--- src/hw/rtl/card_whitelist_access_control_unit_macros.svh ---
// Assertion macros for the card whitelist access control unit.
// Depends on nothing; included by the top level.
`ifndef CARD_WHITELIST_ACCESS_CONTROL_UNIT_MACROS_SVH
`define CARD_WHITELIST_ACCESS_CONTROL_UNIT_MACROS_SVH

// Same-cycle implication, disabled while reset is asserted.
`define CWAC_ASSERT_NOW(lbl, clk, rst_n, ante, cons) \
	lbl: assert property (@(posedge clk) disable iff (!rst_n) (ante) |-> (cons)) \
		else $error("cwac assertion failed");

// Next-cycle implication, disabled while reset is asserted.
`define CWAC_ASSERT_NEXT(lbl, clk, rst_n, ante, cons) \
	lbl: assert property (@(posedge clk) disable iff (!rst_n) (ante) |=> (cons)) \
		else $error("cwac assertion failed");

`endif

--- src/hw/rtl/cwac_pkg.sv ---
// Shared constants, outcome codes and result type of the card whitelist unit.
// Depends on nothing.
package cwac_pkg;

	localparam int          NUM_SLOTS_DEF = 10;
	localparam int          ID_W          = 32;
	localparam logic [31:0] EMPTY_ID      = 32'hFFFF_FFFF;
	localparam logic [31:0] ADMIN_RESET   = 32'hF809_6656;

	localparam logic [2:0] OUT_ADMIN   = 3'd0;
	localparam logic [2:0] OUT_ADDED   = 3'd1;
	localparam logic [2:0] OUT_REMOVED = 3'd2;
	localparam logic [2:0] OUT_FULL    = 3'd3;
	localparam logic [2:0] OUT_GRANTED = 3'd4;
	localparam logic [2:0] OUT_DENIED  = 3'd5;

	typedef struct packed {
		logic [2:0] outcome;
		logic       locked;
		logic       admin_active;
	} cwac_res_t;

endpackage

--- src/hw/rtl/card_whitelist_access_control_unit.sv ---
// Top level of the card whitelist access control unit: admin register, output word register.
// Depends on cwac_pkg, cwac_seq (which holds cwac_table) and the assertion macro header.
//
//   Channel  Handshake               Word
//   in       in_valid / in_stall     card_id[31:0]
//   out      out_valid / out_stall   outcome[2:0], locked, admin_active
//   cfg      cfg_wr_en               cfg_wr_data[31:0] (admin card identifier)
//
// A scan of the admin card goes from CHECK to DONE, and its result word is then loaded.
// Any other card walks the whole table in SCAN, then DECIDE and DONE: the
// table memory is read one slot per cycle into the shared 32-bit comparator.
// The next word can be accepted in the cycle after the result is loaded into the output register.
// Reset empties the table at once through per-slot valid bits; the lock is closed and
// admin mode is off. A stalled output word holds; the sequencer waits for the register.
`include "card_whitelist_access_control_unit_macros.svh"

module card_whitelist_access_control_unit
	import cwac_pkg::*;
#(
	parameter int NUM_SLOTS = NUM_SLOTS_DEF
) (
	input  logic            clk,
	input  logic            arst_n,
	input  logic            cfg_wr_en,
	input  logic [ID_W-1:0] cfg_wr_data,
	input  logic            in_valid,
	output logic            in_stall,
	input  logic [ID_W-1:0] card_id,
	output logic            out_valid,
	input  logic            out_stall,
	output logic [2:0]      outcome,
	output logic            locked,
	output logic            admin_active
);

	logic [ID_W-1:0] admin_id_q;
	logic            out_valid_q;
	cwac_res_t       out_word_q;
	cwac_res_t       res;
	logic            res_load;
	logic            res_ready;

	// The user must write the admin register only while the unit is idle; the block does not enforce this.
	always_ff @(posedge clk or negedge arst_n) begin
		if (!arst_n) begin
			admin_id_q <= ADMIN_RESET;
		end else if (cfg_wr_en) begin
			admin_id_q <= cfg_wr_data;
		end
	end

	// The output register is free when empty or when its word leaves this cycle.
	assign res_ready = !out_valid_q || !out_stall;

	cwac_seq #(
		.NUM_SLOTS(NUM_SLOTS)
	) u_seq (
		.clk      (clk),
		.arst_n   (arst_n),
		.in_valid (in_valid),
		.in_stall (in_stall),
		.card_id  (card_id),
		.admin_id (admin_id_q),
		.res_ready(res_ready),
		.res_load (res_load),
		.res      (res)
	);

	always_ff @(posedge clk or negedge arst_n) begin
		if (!arst_n) begin
			out_valid_q <= 1'b0;
		end else if (res_load) begin
			out_valid_q <= 1'b1;
		end else if (!out_stall) begin
			out_valid_q <= 1'b0;
		end
	end

	always_ff @(posedge clk) begin
		if (res_load) begin
			out_word_q <= res;
		end
	end

	assign out_valid    = out_valid_q;
	assign outcome      = out_word_q.outcome;
	assign locked       = out_word_q.locked;
	assign admin_active = out_word_q.admin_active;

	// An accepted word keeps the unit busy in the following cycle.
	`CWAC_ASSERT_NEXT(a_busy_after_accept, clk, arst_n, in_valid && !in_stall, in_stall)
	// Entering admin mode always reports admin mode armed.
	`CWAC_ASSERT_NOW(a_admin_armed, clk, arst_n, out_valid && (outcome == OUT_ADMIN), admin_active)
	// Any table action ends admin mode.
	`CWAC_ASSERT_NOW(a_admin_ends, clk, arst_n,
		out_valid && (outcome == OUT_ADDED || outcome == OUT_REMOVED || outcome == OUT_FULL),
		!admin_active)
	// A result is never loaded over a stalled word still waiting at the output.
	`CWAC_ASSERT_NOW(a_no_overwrite, clk, arst_n, out_valid && out_stall, !res_load)

endmodule

--- src/hw/rtl/cwac_table.sv ---
// Identifier table: memory with one read and one write port, a registered read and per-slot valid bits.
// Depends on cwac_pkg. A slot never written reads as the empty marker.
module cwac_table
	import cwac_pkg::*;
#(
	parameter int NUM_SLOTS = NUM_SLOTS_DEF,
	parameter int IDX_W     = (NUM_SLOTS > 1) ? $clog2(NUM_SLOTS) : 1
) (
	input  logic              clk,
	input  logic              arst_n,
	input  logic [IDX_W-1:0]  rd_addr,
	output logic [ID_W-1:0]   rd_data,
	input  logic              wr_en,
	input  logic [IDX_W-1:0]  wr_addr,
	input  logic [ID_W-1:0]   wr_data
);

	logic [ID_W-1:0]      mem_q [NUM_SLOTS];
	logic [NUM_SLOTS-1:0] slot_valid_q;
	logic [ID_W-1:0]      rd_word_q;
	logic                 rd_valid_q;

	always_ff @(posedge clk) begin
		if (wr_en) begin
			mem_q[wr_addr] <= wr_data;
		end
		rd_word_q <= mem_q[rd_addr];
	end

	always_ff @(posedge clk or negedge arst_n) begin
		if (!arst_n) begin
			slot_valid_q <= '0;
			rd_valid_q   <= 1'b0;
		end else begin
			if (wr_en) begin
				slot_valid_q[wr_addr] <= 1'b1;
			end
			rd_valid_q <= slot_valid_q[rd_addr];
		end
	end

	assign rd_data = rd_valid_q ? rd_word_q : EMPTY_ID;

endmodule

--- src/hw/rtl/cwac_seq.sv ---
// Sequencer with the shared 32-bit compare unit, lock and admin flags.
// Depends on cwac_pkg and cwac_table.
module cwac_seq
	import cwac_pkg::*;
#(
	parameter int NUM_SLOTS = NUM_SLOTS_DEF
) (
	input  logic            clk,
	input  logic            arst_n,
	input  logic            in_valid,
	output logic            in_stall,
	input  logic [ID_W-1:0] card_id,
	input  logic [ID_W-1:0] admin_id,
	input  logic            res_ready,
	output logic            res_load,
	output cwac_res_t       res
);

	localparam int IDX_W = (NUM_SLOTS > 1) ? $clog2(NUM_SLOTS) : 1;
	localparam logic [IDX_W-1:0] LAST_IDX = IDX_W'(NUM_SLOTS - 1);

	typedef enum logic [4:0] {
		ST_IDLE   = 5'b00001,
		ST_CHECK  = 5'b00010,
		ST_SCAN   = 5'b00100,
		ST_DECIDE = 5'b01000,
		ST_DONE   = 5'b10000
	} cwac_state_t;

	cwac_state_t      state_q;
	logic [ID_W-1:0]  id_q;
	logic [IDX_W-1:0] rd_idx_q;
	logic             issued_all_q;
	logic             cmp_vld_q;
	logic [IDX_W-1:0] cmp_idx_q;
	logic             hit_found_q;
	logic [IDX_W-1:0] hit_idx_q;
	logic             empty_found_q;
	logic [IDX_W-1:0] empty_idx_q;
	logic             lock_closed_q;
	logic             admin_armed_q;
	logic [2:0]       outcome_q;

	logic [ID_W-1:0]  rd_data;
	logic [ID_W-1:0]  cmp_b;
	logic             eq;
	logic             is_empty;
	logic             issuing;
	logic             wr_en;
	logic [IDX_W-1:0] wr_addr;
	logic [ID_W-1:0]  wr_data;

	// The shared compare unit: admin check in CHECK, table words during SCAN.
	assign cmp_b    = (state_q == ST_CHECK) ? admin_id : rd_data;
	assign eq       = (id_q == cmp_b);
	assign is_empty = (rd_data == EMPTY_ID);
	assign issuing  = (state_q == ST_SCAN) && !issued_all_q;

	always_comb begin
		wr_en   = 1'b0;
		wr_addr = hit_idx_q;
		wr_data = EMPTY_ID;
		if ((state_q == ST_DECIDE) && admin_armed_q) begin
			if (hit_found_q) begin
				wr_en = 1'b1;
			end else if (empty_found_q) begin
				wr_en   = 1'b1;
				wr_addr = empty_idx_q;
				wr_data = id_q;
			end
		end
	end

	cwac_table #(
		.NUM_SLOTS(NUM_SLOTS),
		.IDX_W    (IDX_W)
	) u_table (
		.clk    (clk),
		.arst_n (arst_n),
		.rd_addr(rd_idx_q),
		.rd_data(rd_data),
		.wr_en  (wr_en),
		.wr_addr(wr_addr),
		.wr_data(wr_data)
	);

	always_ff @(posedge clk) begin
		if ((state_q == ST_IDLE) && in_valid) begin
			id_q <= card_id;
		end
		if (cmp_vld_q) begin
			if (!hit_found_q && eq) begin
				hit_idx_q <= cmp_idx_q;
			end
			if (!empty_found_q && is_empty) begin
				empty_idx_q <= cmp_idx_q;
			end
		end
		cmp_idx_q <= rd_idx_q;
	end

	always_ff @(posedge clk or negedge arst_n) begin
		if (!arst_n) begin
			state_q       <= ST_IDLE;
			rd_idx_q      <= '0;
			issued_all_q  <= 1'b0;
			cmp_vld_q     <= 1'b0;
			hit_found_q   <= 1'b0;
			empty_found_q <= 1'b0;
			lock_closed_q <= 1'b1;
			admin_armed_q <= 1'b0;
			outcome_q     <= OUT_DENIED;
		end else begin
			cmp_vld_q <= issuing;
			if (issuing) begin
				if (rd_idx_q == LAST_IDX) begin
					issued_all_q <= 1'b1;
				end else begin
					rd_idx_q <= rd_idx_q + 1'b1;
				end
			end
			if (cmp_vld_q) begin
				if (eq) begin
					hit_found_q <= 1'b1;
				end
				if (is_empty) begin
					empty_found_q <= 1'b1;
				end
			end
			unique case (state_q)
				ST_IDLE: begin
					if (in_valid) begin
						state_q <= ST_CHECK;
					end
				end
				ST_CHECK: begin
					rd_idx_q      <= '0;
					issued_all_q  <= 1'b0;
					hit_found_q   <= 1'b0;
					empty_found_q <= 1'b0;
					if (eq) begin
						admin_armed_q <= 1'b1;
						outcome_q     <= OUT_ADMIN;
						state_q       <= ST_DONE;
					end else begin
						state_q <= ST_SCAN;
					end
				end
				ST_SCAN: begin
					if (cmp_vld_q && (cmp_idx_q == LAST_IDX)) begin
						state_q <= ST_DECIDE;
					end
				end
				ST_DECIDE: begin
					if (admin_armed_q) begin
						admin_armed_q <= 1'b0;
						if (hit_found_q) begin
							outcome_q <= OUT_REMOVED;
						end else if (empty_found_q) begin
							outcome_q <= OUT_ADDED;
						end else begin
							outcome_q <= OUT_FULL;
						end
					end else if (hit_found_q) begin
						lock_closed_q <= !lock_closed_q;
						outcome_q     <= OUT_GRANTED;
					end else begin
						outcome_q <= OUT_DENIED;
					end
					state_q <= ST_DONE;
				end
				ST_DONE: begin
					if (res_ready) begin
						state_q <= ST_IDLE;
					end
				end
				default: begin
					state_q <= ST_IDLE;
				end
			endcase
		end
	end

	assign in_stall         = (state_q != ST_IDLE);
	assign res_load         = (state_q == ST_DONE) && res_ready;
	assign res.outcome      = outcome_q;
	assign res.locked       = lock_closed_q;
	assign res.admin_active = admin_armed_q;

endmodule

--- config.mk ---
export PLATFORM = sky130hd
export DESIGN_NAME = card_whitelist_access_control_unit
export DESIGN_NICKNAME = d
export VERILOG_FILES = /design/src/hw/rtl/cwac_pkg.sv /design/src/hw/rtl/card_whitelist_access_control_unit.sv /design/src/hw/rtl/cwac_table.sv /design/src/hw/rtl/cwac_seq.sv
export VERILOG_INCLUDE_DIRS = /design/src /design/src/hw/rtl
export SDC_FILE = /design/constraint.sdc
export NUM_CORES = 1
export LEC_CHECK = 0
export ABC_CLOCK_PERIOD_IN_PS = 10420
export BUFFER_PORTS_ARGS = -buffer_cell sky130_fd_sc_hd__buf_4
export CORE_MARGIN = 2
export CORE_UTILIZATION = 35
export DETAILED_ROUTE_END_ITERATION = 10
export PLACE_DENSITY_LB_ADDON = 0.08
export SLEW_MARGIN = 20
export SYNTH_ARGS = -nofsm -noshare
export SYNTH_HDL_FRONTEND = slang
export SYNTH_SLANG_ARGS = --single-unit
--- constraint.sdc ---
create_clock -name clk -period 10.42 [get_ports clk]
set_input_delay 2.084 -clock clk [delete_from_list [all_inputs] [get_ports clk]]
set_output_delay 2.084 -clock clk [all_outputs]
set_load 0.03 [all_outputs]
; Word level (Yosys, flattened, before mapping)
; Memories as Yosys holds them, arrays and structs flattened. A register that Yosys moved wholly into a read port is not among the register bits.
; Index checks and enable logic that the tools add are counted.
[word_totals]
ff_bits = 111
latch_bits = 0
ramBits = 320
rom_bits = 0
input_bits = 69
output_inout_bits = 7
word_cells = 116
mem_count = 1
[mem_list]
columns = name, words, width, rd, rd_ports_with_merged_regs, write_ports, line
row1 = u_seq.u_table.mem_q, 10, 32, 1, 1, 1, cwac_table.sv:18  ; logic [ID_W-1:0] mem_q [NUM_SLOTS];
[classes]
n_addsub = 1
n_mul = 0
n_div = 0
order_cmp = 3
eq_ne = 16
n_shift = 0
mux = 43
bitwise = 2
n_reduce_logical = 30
[op_table]
columns = op, n
row1 = $mux W32, 5
row2 = $eq A32 B32 Y1, 1
row3 = $eq A32 B32 Y1 const B, 1
row4 = $pmux W5 S5, 1
row5 = $mux W4, 6
row6 = $mux W5, 4
row7 = $mux W1, 19
row8 = $reduce_and A2 Y1, 7
row9 = $reduce_bool A2 Y1, 6
row10 = $lt A4 B5 Y1 const B, 2
row11 = $or A10 B10 Y10, 1
row12 = $mux W3, 3
row13 = $eq A4 B4 Y1 const B, 2
row14 = $logic_and A1 B1 Y1, 8
row15 = $ne A2 B1 Y1 const B, 4
row16 = $logic_not A1 Y1, 6
row17 = $pmux W3 S2, 1
row18 = $reduce_and A3 Y1, 2
row19 = $eq A5 B1 Y1 const B, 1
row20 = $eq A5 B2 Y1 const B, 1
row21 = $eq A5 B3 Y1 const B, 1
row22 = $eq A5 B4 Y1 const B, 1
row23 = $eq A5 B5 Y1 const B, 1
row24 = $ne A5 B1 Y1 const B, 1
row25 = other kinds (9), 10

; Logic depth before layout (Yosys ltp)
; Gate-level depths: netlist of run 1.
[depth]
depth_word = 8
depth_mapped = 10
mapped_depth_nobuf = 7

; Cells and area by module
; Synthesis of run 1 repeated with hierarchy kept, for this count alone.
[hier_totals]
hier_cells = 1148
hier_area_um2 = 18760.5
[modules_own_cells]
columns = mod, instances, cells_each, area_each_um2, seq_area_each_um2
row1 = cwac_table, 1, 765, 13860.8, 10525.1
row2 = cwac_seq, 1, 307, 3349.5, 1736.7
row3 = card_whitelist_access_control_unit, 1, 76, 1550.2, 994.7

; Worst setup path before layout of run 1
; No wires, ideal clock.
[synth_timing]
kind = input to register
startpoint = input port in_valid
endpoint = register u_seq.id_q[0] (enable)
setup_time_ns = 0.421
arrival_time_ns = 3.484
required_time_ns = 9.999
setup_slack_ns = 6.515
path_stages = 2
n_path_buf = 0
path_cell_list = inv_1 -> nor2_1
[synth_via]
elab_chain_cells = 1
[synth_lines]
columns = element, line
row1 = "start, declared", card_whitelist_access_control_unit.sv:26  ; input logic in_valid,
row2 = $logic_and A1 B1 Y1, cwac_seq.sv:88  ; if ((state_q == ST_IDLE) && in_valid) begin
row3 = "end signal, assigned", cwac_seq.sv:89  ; id_q <= card_id;
row4 = "end, declared", cwac_seq.sv:31  ; logic [ID_W-1:0] id_q;
; No other way between the ends.
; A chain may end at the register's enable or synchronous reset.

; Worst setup path after layout of run 1
[layout_timing]
startpoint = register u_seq.state_q[2]
endpoint = register u_seq.hit_idx_q[2] (enable)
[layout_via]
elab_chain_cells = 5
[layout_lines]
columns = element, line
row1 = "start, declared", cwac_seq.sv:30  ; cwac_state_t state_q;
row2 = "start signal, assigned", cwac_seq.sv:104  ; state_q <= ST_IDLE;
row3 = "start signal, assigned", cwac_seq.sv:133  ; state_q <= ST_CHECK;
row4 = "start signal, assigned", cwac_seq.sv:144  ; state_q <= ST_DONE;
row5 = $eq A5 B2 Y1, cwac_seq.sv:54  ; assign cmp_b = (state_q == ST_CHECK) ? admin_id : rd_data;
row6 = $mux W32, cwac_seq.sv:54
row7 = $eq A32 B32 Y1, cwac_seq.sv:55  ; assign eq = (id_q == cmp_b);
row8 = $logic_and A1 B1 Y1, cwac_seq.sv:92  ; if (!hit_found_q && eq) begin
row9 = $reduce_and A2 Y1 (no line), n/a
row10 = "end signal, assigned", cwac_seq.sv:93  ; hit_idx_q <= cmp_idx_q;
row11 = "end, declared", cwac_seq.sv:37  ; logic [IDX_W-1:0] hit_idx_q;
; No other way between the ends.

==> out/qor.txt, run 1 <==
# DRC -> 0
maximum fanout along the worst path -> 63
maximum frequency from static timing analysis -> 237 MHz
worst-case register-to-register setup slack -> 6.20 ns
Setup Fix Bufs, Post-CTS -> 0
die height -> 234 um
placeable core area -> 0.0526 sq mm
proportion of synthesized chip area in sequential cells -> 0.713
dominant cells by area after synthesis -> edfxtp_1 59%, mux4_2 8.0%, dfrtp_1 5.8%
Initial Util -> 0.354
FP Rows -> 84
Final Hold Fails -> 0
worst hold slack across all endpoints -> 0.461 ns
critical path startpoint category -> register
via count of the first global-routing pass -> 10200
CTS Buf Count -> 51
worst path required time -> 10.62 ns
leak pwr -> 0.00792 uW
Clock Sink Count -> 463
clk_lat worst skew -> 0.59 ns
number of synthesized flops with an enable pin -> 365
DP HPWL -> 28800 um
portion of the clock cycle consumed by the worst path in the final layout -> 0.405
Yosys cell types -> 44
number of nets in the synthesized netlist -> 1174
sum of overflow across all layers after global routing -> 0
average wire length per cell after detail routing -> 25.8 um
area of all placed cells without fillers -> 0.0217 sq mm
antenna violations before repair -> 0
cell area after placement -> 0.0200 sq mm
HP Class -> reg2reg
post-synth top area share -> 0.590
most used flip-flop cell after synthesis -> edfxtp_1
area grow syn2layout -> 16.8%
cell with the most instances after synthesis -> edfxtp_1
Die X -> 234 um
fraction of registers with async set or reset after synthesis -> 0.134
PortBufs -> 75
result of the run -> completed
logic depth of the worst register-to-register path -> 8
CTS tree -> done
DR iter-0 viols -> 802
data arrival time of the critical path -> 4.42 ns
Worst Tran Pin Value -> 1.12 ns
cells resized by post-CTS repair -> 0
Relative slew margins -> 0.256
endpoint of the worst-slack reg-to-reg timing path -> u_seq.hit_idx_q[2]
clock transition at the register clock pins on the worst setup and hold paths after CTS -> 0.06 ns
First-pass DRT Iterations -> 5
Slew Viols, Final -> 0
All-Layer GR Usage -> 0.183
most area-hungry cell type in the Yosys netlist -> edfxtp_1
number of setup violations in the final report -> 0
number of max-capacitance violations reported -> 0
capturing element type of the critical path -> register
IR drop worst, VDD -> 0.104 mV
clock buffer depth -> 3
setup repair after global routing missed its margin -> no
share of final-layout standard cells stronger than drive strength 1 -> 0.297
synthesis warning total -> 0
Nets -> 1247
synthesized flop and latch total -> 463
Post-Route Utilization -> 0.413
CTS hold repair buffers -> 0
DRT antenna net count -> 0
post-layout minimum cycle time -> 4.22 ns
number of H-tree branching levels -> 2
worst hold path cell count -> 1
WS Path Type -> reg2reg
final critical-path setup slack -> 6.20 ns
worst min-delay path startpoint -> u_seq.issued_all_q
clock skew after layout -> 0.0247 ns
root buffer cell -> clkbuf_16
global-route wire length before repair -> 71800 um
WL final -> 49200 um
largest net degree at the start of global routing -> 66
ranking of synthesized cells by instance count -> 365 x edfxtp_1, 66 x mux4_2, 56 x clkbuf_1
worst slack at placement -> 6.10 ns
Post-Synthesis Cell Area -> 0.0186 sq mm
sum of negative setup slack -> 0 ns
Gate Count Post-Synth -> 1103
routability-driven placement congestion ratio -> 0.748
Hold Path Sink -> u_seq.cmp_vld_q
num ports -> 76
Avg Inst Size Synth -> 16.8 sq um
startpoint of the most critical register-to-register path -> u_seq.state_q[2]
via count -> 10400
Total Die Area -> 0.0549 sq mm
routed via count divided by cell count -> 5.46
power density over the cells -> 211 mW/mm^2
through the flow:
stage | power (uW) | cells
after CTS | 4630 | 1904
after global routing | 4740 | 1905
after detailed placement | 2780 | 1810
after global placement | 2780 | 1810
final | 4570 | 1906
after floorplan | 2560 | 1103
layout make-up:
class	count	area, sq um
clock inverters	26	282
repair buffers	94	726
multi-input cells	557	5100
diodes	1	2.50
fillers	4776	30900
clock buffers	68	1420
well taps	688	861
inverters	9	33.8
flip-flops and latches	463	13300
how the worst max path moves through the flow:
stage | from | to | slack (ns)
floorplan | in_valid | u_seq.id_q[0] | 6.51
global placement | u_seq.state_q[0] | u_seq.hit_idx_q[2] | 6.15
detailed placement | u_seq.state_q[0] | u_seq.hit_idx_q[0] | 6.10
CTS | u_seq.state_q[0] | u_seq.hit_idx_q[2] | 6.07
global route | u_seq.state_q[1] | u_seq.u_table.mem_q[0][11] | 5.93
finish | u_seq.state_q[2] | u_seq.hit_idx_q[2] | 6.20
cells in the final DEF (no fill, tap or decap), drive strengths merged, types with 2 or more instances in the layout:
| cell type | n |
|---|---|
| nor3 | 6 |
| nor3b | 6 |
| a31oi | 8 |
| nor4 | 4 |
| or4 | 30 |
| or3 | 33 |
| clkinvlp | 2 |
| clkbuf | 68 |
| inv | 10 |
| o21ai | 5 |
| a21oi | 37 |
| nand3 | 3 |
| a31o | 2 |
| clkinv | 17 |
| dfrtp | 43 |
| nor2 | 35 |
| edfxtp | 365 |
| ha | 2 |
| dfxtp | 36 |
| o211ai | 5 |
| a211oi | 32 |
| bufinv | 6 |
| nand2 | 8 |
| and2 | 2 |
| mux2i | 34 |
| or2 | 46 |
| nand4 | 47 |
| nor2b | 37 |
| buf | 94 |
| nand2b | 2 |
| xor2 | 2 |
| nand3b | 4 |
| o221ai | 32 |
| xnor2 | 2 |
| mux4 | 66 |
| mux2 | 32 |
| o2111ai | 30 |
| dfstp | 19 |
per-layer routing:
metal,vias up,GRT usage,share of wire
li1,4643,-,-
met1,5407,0.267,0.47
met2,293,0.281,0.46
met3,57,0.0300,0.050
met4,0,0.0533,0.021
met5,-,0,0
kinds of logic (layout without fill, tap and decap cells):
logic type	count (synthesis)	in the layout	synth area share
other	0	1	0
AO/OA/AOI/OAI	153	153	0.0601
buffers and inverters	83	197	0.0182
flip-flops	463	463	0.713
AND/OR/NAND/NOR	266	266	0.0873
XOR/XNOR	4	4	0.00189
adder cells (fa/ha/maj)	2	2	0.00135
multiplexers	132	132	0.118
flip-flops by register name (all words and copies together) (netlist names), 3 cells and up:
signal and flops:
admin_id_q 32, outcome 3, u_seq.cmp_idx_q 4, u_seq.empty_idx_q 4
u_seq.hit_idx_q 4, u_seq.id_q 32, u_seq.outcome_q 3, u_seq.rd_idx_q 4
u_seq.state_q 5, u_seq.u_table.mem_q 320, u_seq.u_table.rd_word_q 32, u_seq.u_table.slot_valid_q 10
report_power, final:
part	switching, uW	internal, uW	leakage [uW]
Combinational	323	210	0.00184
Clock	730	1100	0.000839
Sequential	141	2060	0.00524
critical path, stage by stage, from the launching register on:
cell and delay, ns:
dfrtp_1 0.45, or3_2 0.89, nor2_4 0.32, buf_16 0.27, o2111ai_1 0.38, nand4_1 0.21
nor4_2 0.48, nand2_1 0.17, nor3b_1 0.62
Note: power is estimated with default switching activity, not from simulation.
==> inputs of run 2 (changes only) <==
Settings changed: ABC_CLOCK_PERIOD_IN_PS 10420 to 4000.
Clock period 10.42 ns to 4 ns, I/O delays scaled along.
==> run 2 against run 1 <==
Core utilization increased by 0.26 points. Sequential power increased to 2.6 times the previous value. First-iteration DRC count increased by 25%. Maximum frequency increased by 19%. Sequential share of layout area decreased by 0.39 points. Highest routed layer unchanged. Clock-buffer cell count increased by 6. Combinational power increased to 2.7 times the previous value. Routed wire length decreased by 1.7%. Die area unchanged. Critical path depth unchanged. Via count decreased by 0.41%. Power increased to 2.6 times the previous value.
==> out/qor.txt, run 2 (synthesis results as in run 1) <==
Total Die Area -> 0.0549 sq mm (unchanged)
clock buffer depth -> 3 (unchanged)
die height -> 234 um (unchanged)
HP Class -> in2async
largest net degree at the start of global routing -> 66 (unchanged)
maximum frequency from static timing analysis -> 283 MHz (+19%)
sum of negative setup slack -> 0 ns (unchanged)
clock transition at the register clock pins on the worst setup and hold paths after CTS -> 0.06 ns (about the same)
number of setup violations in the final report -> 0 (unchanged)
# DRC -> 0 (unchanged)
DP HPWL -> 30000 um (+4.4%)
number of H-tree branching levels -> 2 (unchanged)
Fill cells -> 4737 (-0.82%)
area grow syn2layout -> 17.5%
worst path required time -> 4.21 ns (-6.41 ns)
average wire length per cell after detail routing -> 25.2 um (-2.4%)
Worst Tran Pin Value -> 1.02 ns (-0.0995 ns)
number of diodes -> 0 (-1)
FP Rows -> 84 (unchanged)
number of flip-flops in the largest register -> 320 (unchanged)
Nets -> 1261 (+1.1%)
number of max-capacitance violations reported -> 0 (unchanged)
met2 routed WL -> 23100 um (+2.4%)
uppermost signal routing layer after detailed routing -> met4
maximum fanout along the worst path -> 63 (unchanged)
result of the run -> completed
WS Path Type -> reg2reg
data arrival time of the critical path -> 3.74 ns (-0.68 ns)
Initial Util -> 0.354 (unchanged)
worst slack at placement -> 0.488 ns (-5.61 ns)
leak pwr -> 0.00797 uW (+0.64%)
WL met3 -> 1660 um (-33%)
clk_lat worst skew -> 0.59 ns (about the same)
num ports -> 76 (unchanged)
launch point of the worst path -> u_seq.state_q[2]
most common cell after layout, fill and taps aside -> edfxtp_1
share of final-layout standard cells stronger than drive strength 1 -> 0.295 (-0.00199)
DR iter-0 viols -> 1005 (+25%)
startpoint of the most critical register-to-register path -> u_seq.state_q[2]
Clock Sink Count -> 463 (unchanged)
CTS hold repair buffers -> 0 (unchanged)
Met1 Routed Length -> 22800 um (-1.5%)
WL final -> 48400 um (-1.7%)
portion of the clock cycle consumed by the worst path in the final layout -> 0.884 (+0.479)
Setup Fix Bufs, Post-CTS -> 0 (unchanged)
final critical-path setup slack -> 0.466 ns (-5.73 ns)
CP Capture Point -> u_seq.hit_idx_q[0]
antenna violations before repair -> 0 (unchanged)
IR drop worst, VDD -> 0.305 mV (+190%)
post-layout minimum cycle time -> 3.53 ns (-0.686 ns)
First-pass DRT Iterations -> 7 (+2)
Post-Route Utilization -> 0.415 (+0.00264)
CTS tree -> done
DRT antenna net count -> 0 (unchanged)
placeable core area -> 0.0526 sq mm (unchanged)
global-route wire length before repair -> 70900 um (-1.2%)
capturing element type of the critical path -> register
largest register by flop count -> u_seq.u_table.mem_q
PortBufs -> 75 (unchanged)
setup repair after global routing missed its margin -> no
worst-case register-to-register setup slack -> 0.47 ns (-5.73 ns)
routability-driven placement congestion ratio -> 0.780 (+4.3%)
Final Hold Fails -> 0 (unchanged)
critical path startpoint category -> register
cells resized by post-CTS repair -> 0 (unchanged)
root buffer cell -> clkbuf_16
clock skew after layout -> 0.0187 ns (-0.00595 ns)
Relative slew margins -> 0.321 (+0.0647)
CTS Buf Count -> 50 (-2.0%)
power density over the cells -> 540 mW/mm^2 (+160%)
Slew Viols, Final -> 0 (unchanged)
routed via count divided by cell count -> 5.39 (-1.1%)
via count -> 10400 (-0.41%)
commonest cells after routing, fill and taps aside -> 365 x edfxtp_1, 100 x buf_4, 66 x mux4_2
endpoint of the worst-slack reg-to-reg timing path -> u_seq.hit_idx_q[0]
via count of the first global-routing pass -> 10300 (+0.25%)
logic depth of the worst register-to-register path -> 8 (unchanged)
Die X -> 234 um (unchanged)
sum of overflow across all layers after global routing -> 0 (unchanged)
All-Layer GR Usage -> 0.180 (-0.00287)
[run 2: cell types whose count changed in the layout (fill, tap and decap cells not counted), moves of 2 or more]
| cell | before | now |
|---|---|---|
| clkinv_2 | 11 | 5 |
| buf_12 | 0 | 9 |
| clkbuf_16 | 51 | 53 |
| clkinvlp_4 | 2 | 0 |
| clkinv_1 | 6 | 9 |
| buf_4 | 93 | 100 |
| clkbuf_1 | 9 | 19 |
| clkbuf_8 | 8 | 2 |
[run 2: cell type report]
type	instances	area, sq um	share of cell area
Sequential cell	463	13300	0.608
Multi-Input combinational cell	557	5100	0.233
Timing Repair Buffer	109	931	0.0426
Inverter	9	33.8	0.00155
Clock buffer	74	1430	0.0653
Tap cell	688	861	0.0394
Clock inverter	20	218	0.00997
[run 2: metrics by stage]
step	area, sq um	instances	power (uW)	hold slack [ns]
final	21800	1920	11800	0.335
after global routing	21800	1920	12300	0.358
after CTS	21800	1920	12000	0.339
after detailed placement	20200	1826	7310	0.449
after global placement	20200	1826	7300	0.448
after floorplan	18600	1103	6660	0.345
[run 2: per-layer routing]
| layer | vias up | global-route usage |
|---|---|---|
| met4 | 0 | 0.0482 |
| met2 | 217 | 0.287 |
| met3 | 52 | 0.0236 |
| li1 | 4672 | - |
| met5 | - | 0 |
| met1 | 5416 | 0.259 |
[run 2: critical path, cell delays in order, from the launching register on]
cell	delay (ns)
dfrtp_1	0.44
or3_2	0.54
buf_12	0.22
or4_1	0.49
o2111ai_1	0.13
nand4_1	0.18
nor4_2	0.43
nand2_1	0.15
nor3b_1	0.56
[run 2: report_power, final]
part	internal [uW]	switching, uW	leakage, uW
clock	2780	1850	0.000798
sequential	5370	336	0.00524
combinational	595	862	0.00193
total	8750	3040	0.00797
[run 2: worst min path at each step]
| stage | start | endpoint | slack [ns] | depth (start not counted) |
|---|---|---|---|---|
| global placement | u_seq.u_table.slot_valid_q[3] | u_seq.u_table.slot_valid_q[3] | 0.45 | 1 |
| floorplan | u_seq.rd_idx_q[3] | u_seq.cmp_idx_q[3] | 0.35 | 0 |
| finish | arst_n | admin_id_q[18] | 0.33 | 1 |
| detailed placement | u_seq.cmp_idx_q[2] | u_seq.empty_idx_q[2] | 0.45 | 0 |
| CTS | arst_n | admin_id_q[18] | 0.34 | 1 |
| global route | card_id[6] | u_seq.id_q[6] | 0.36 | 1 |
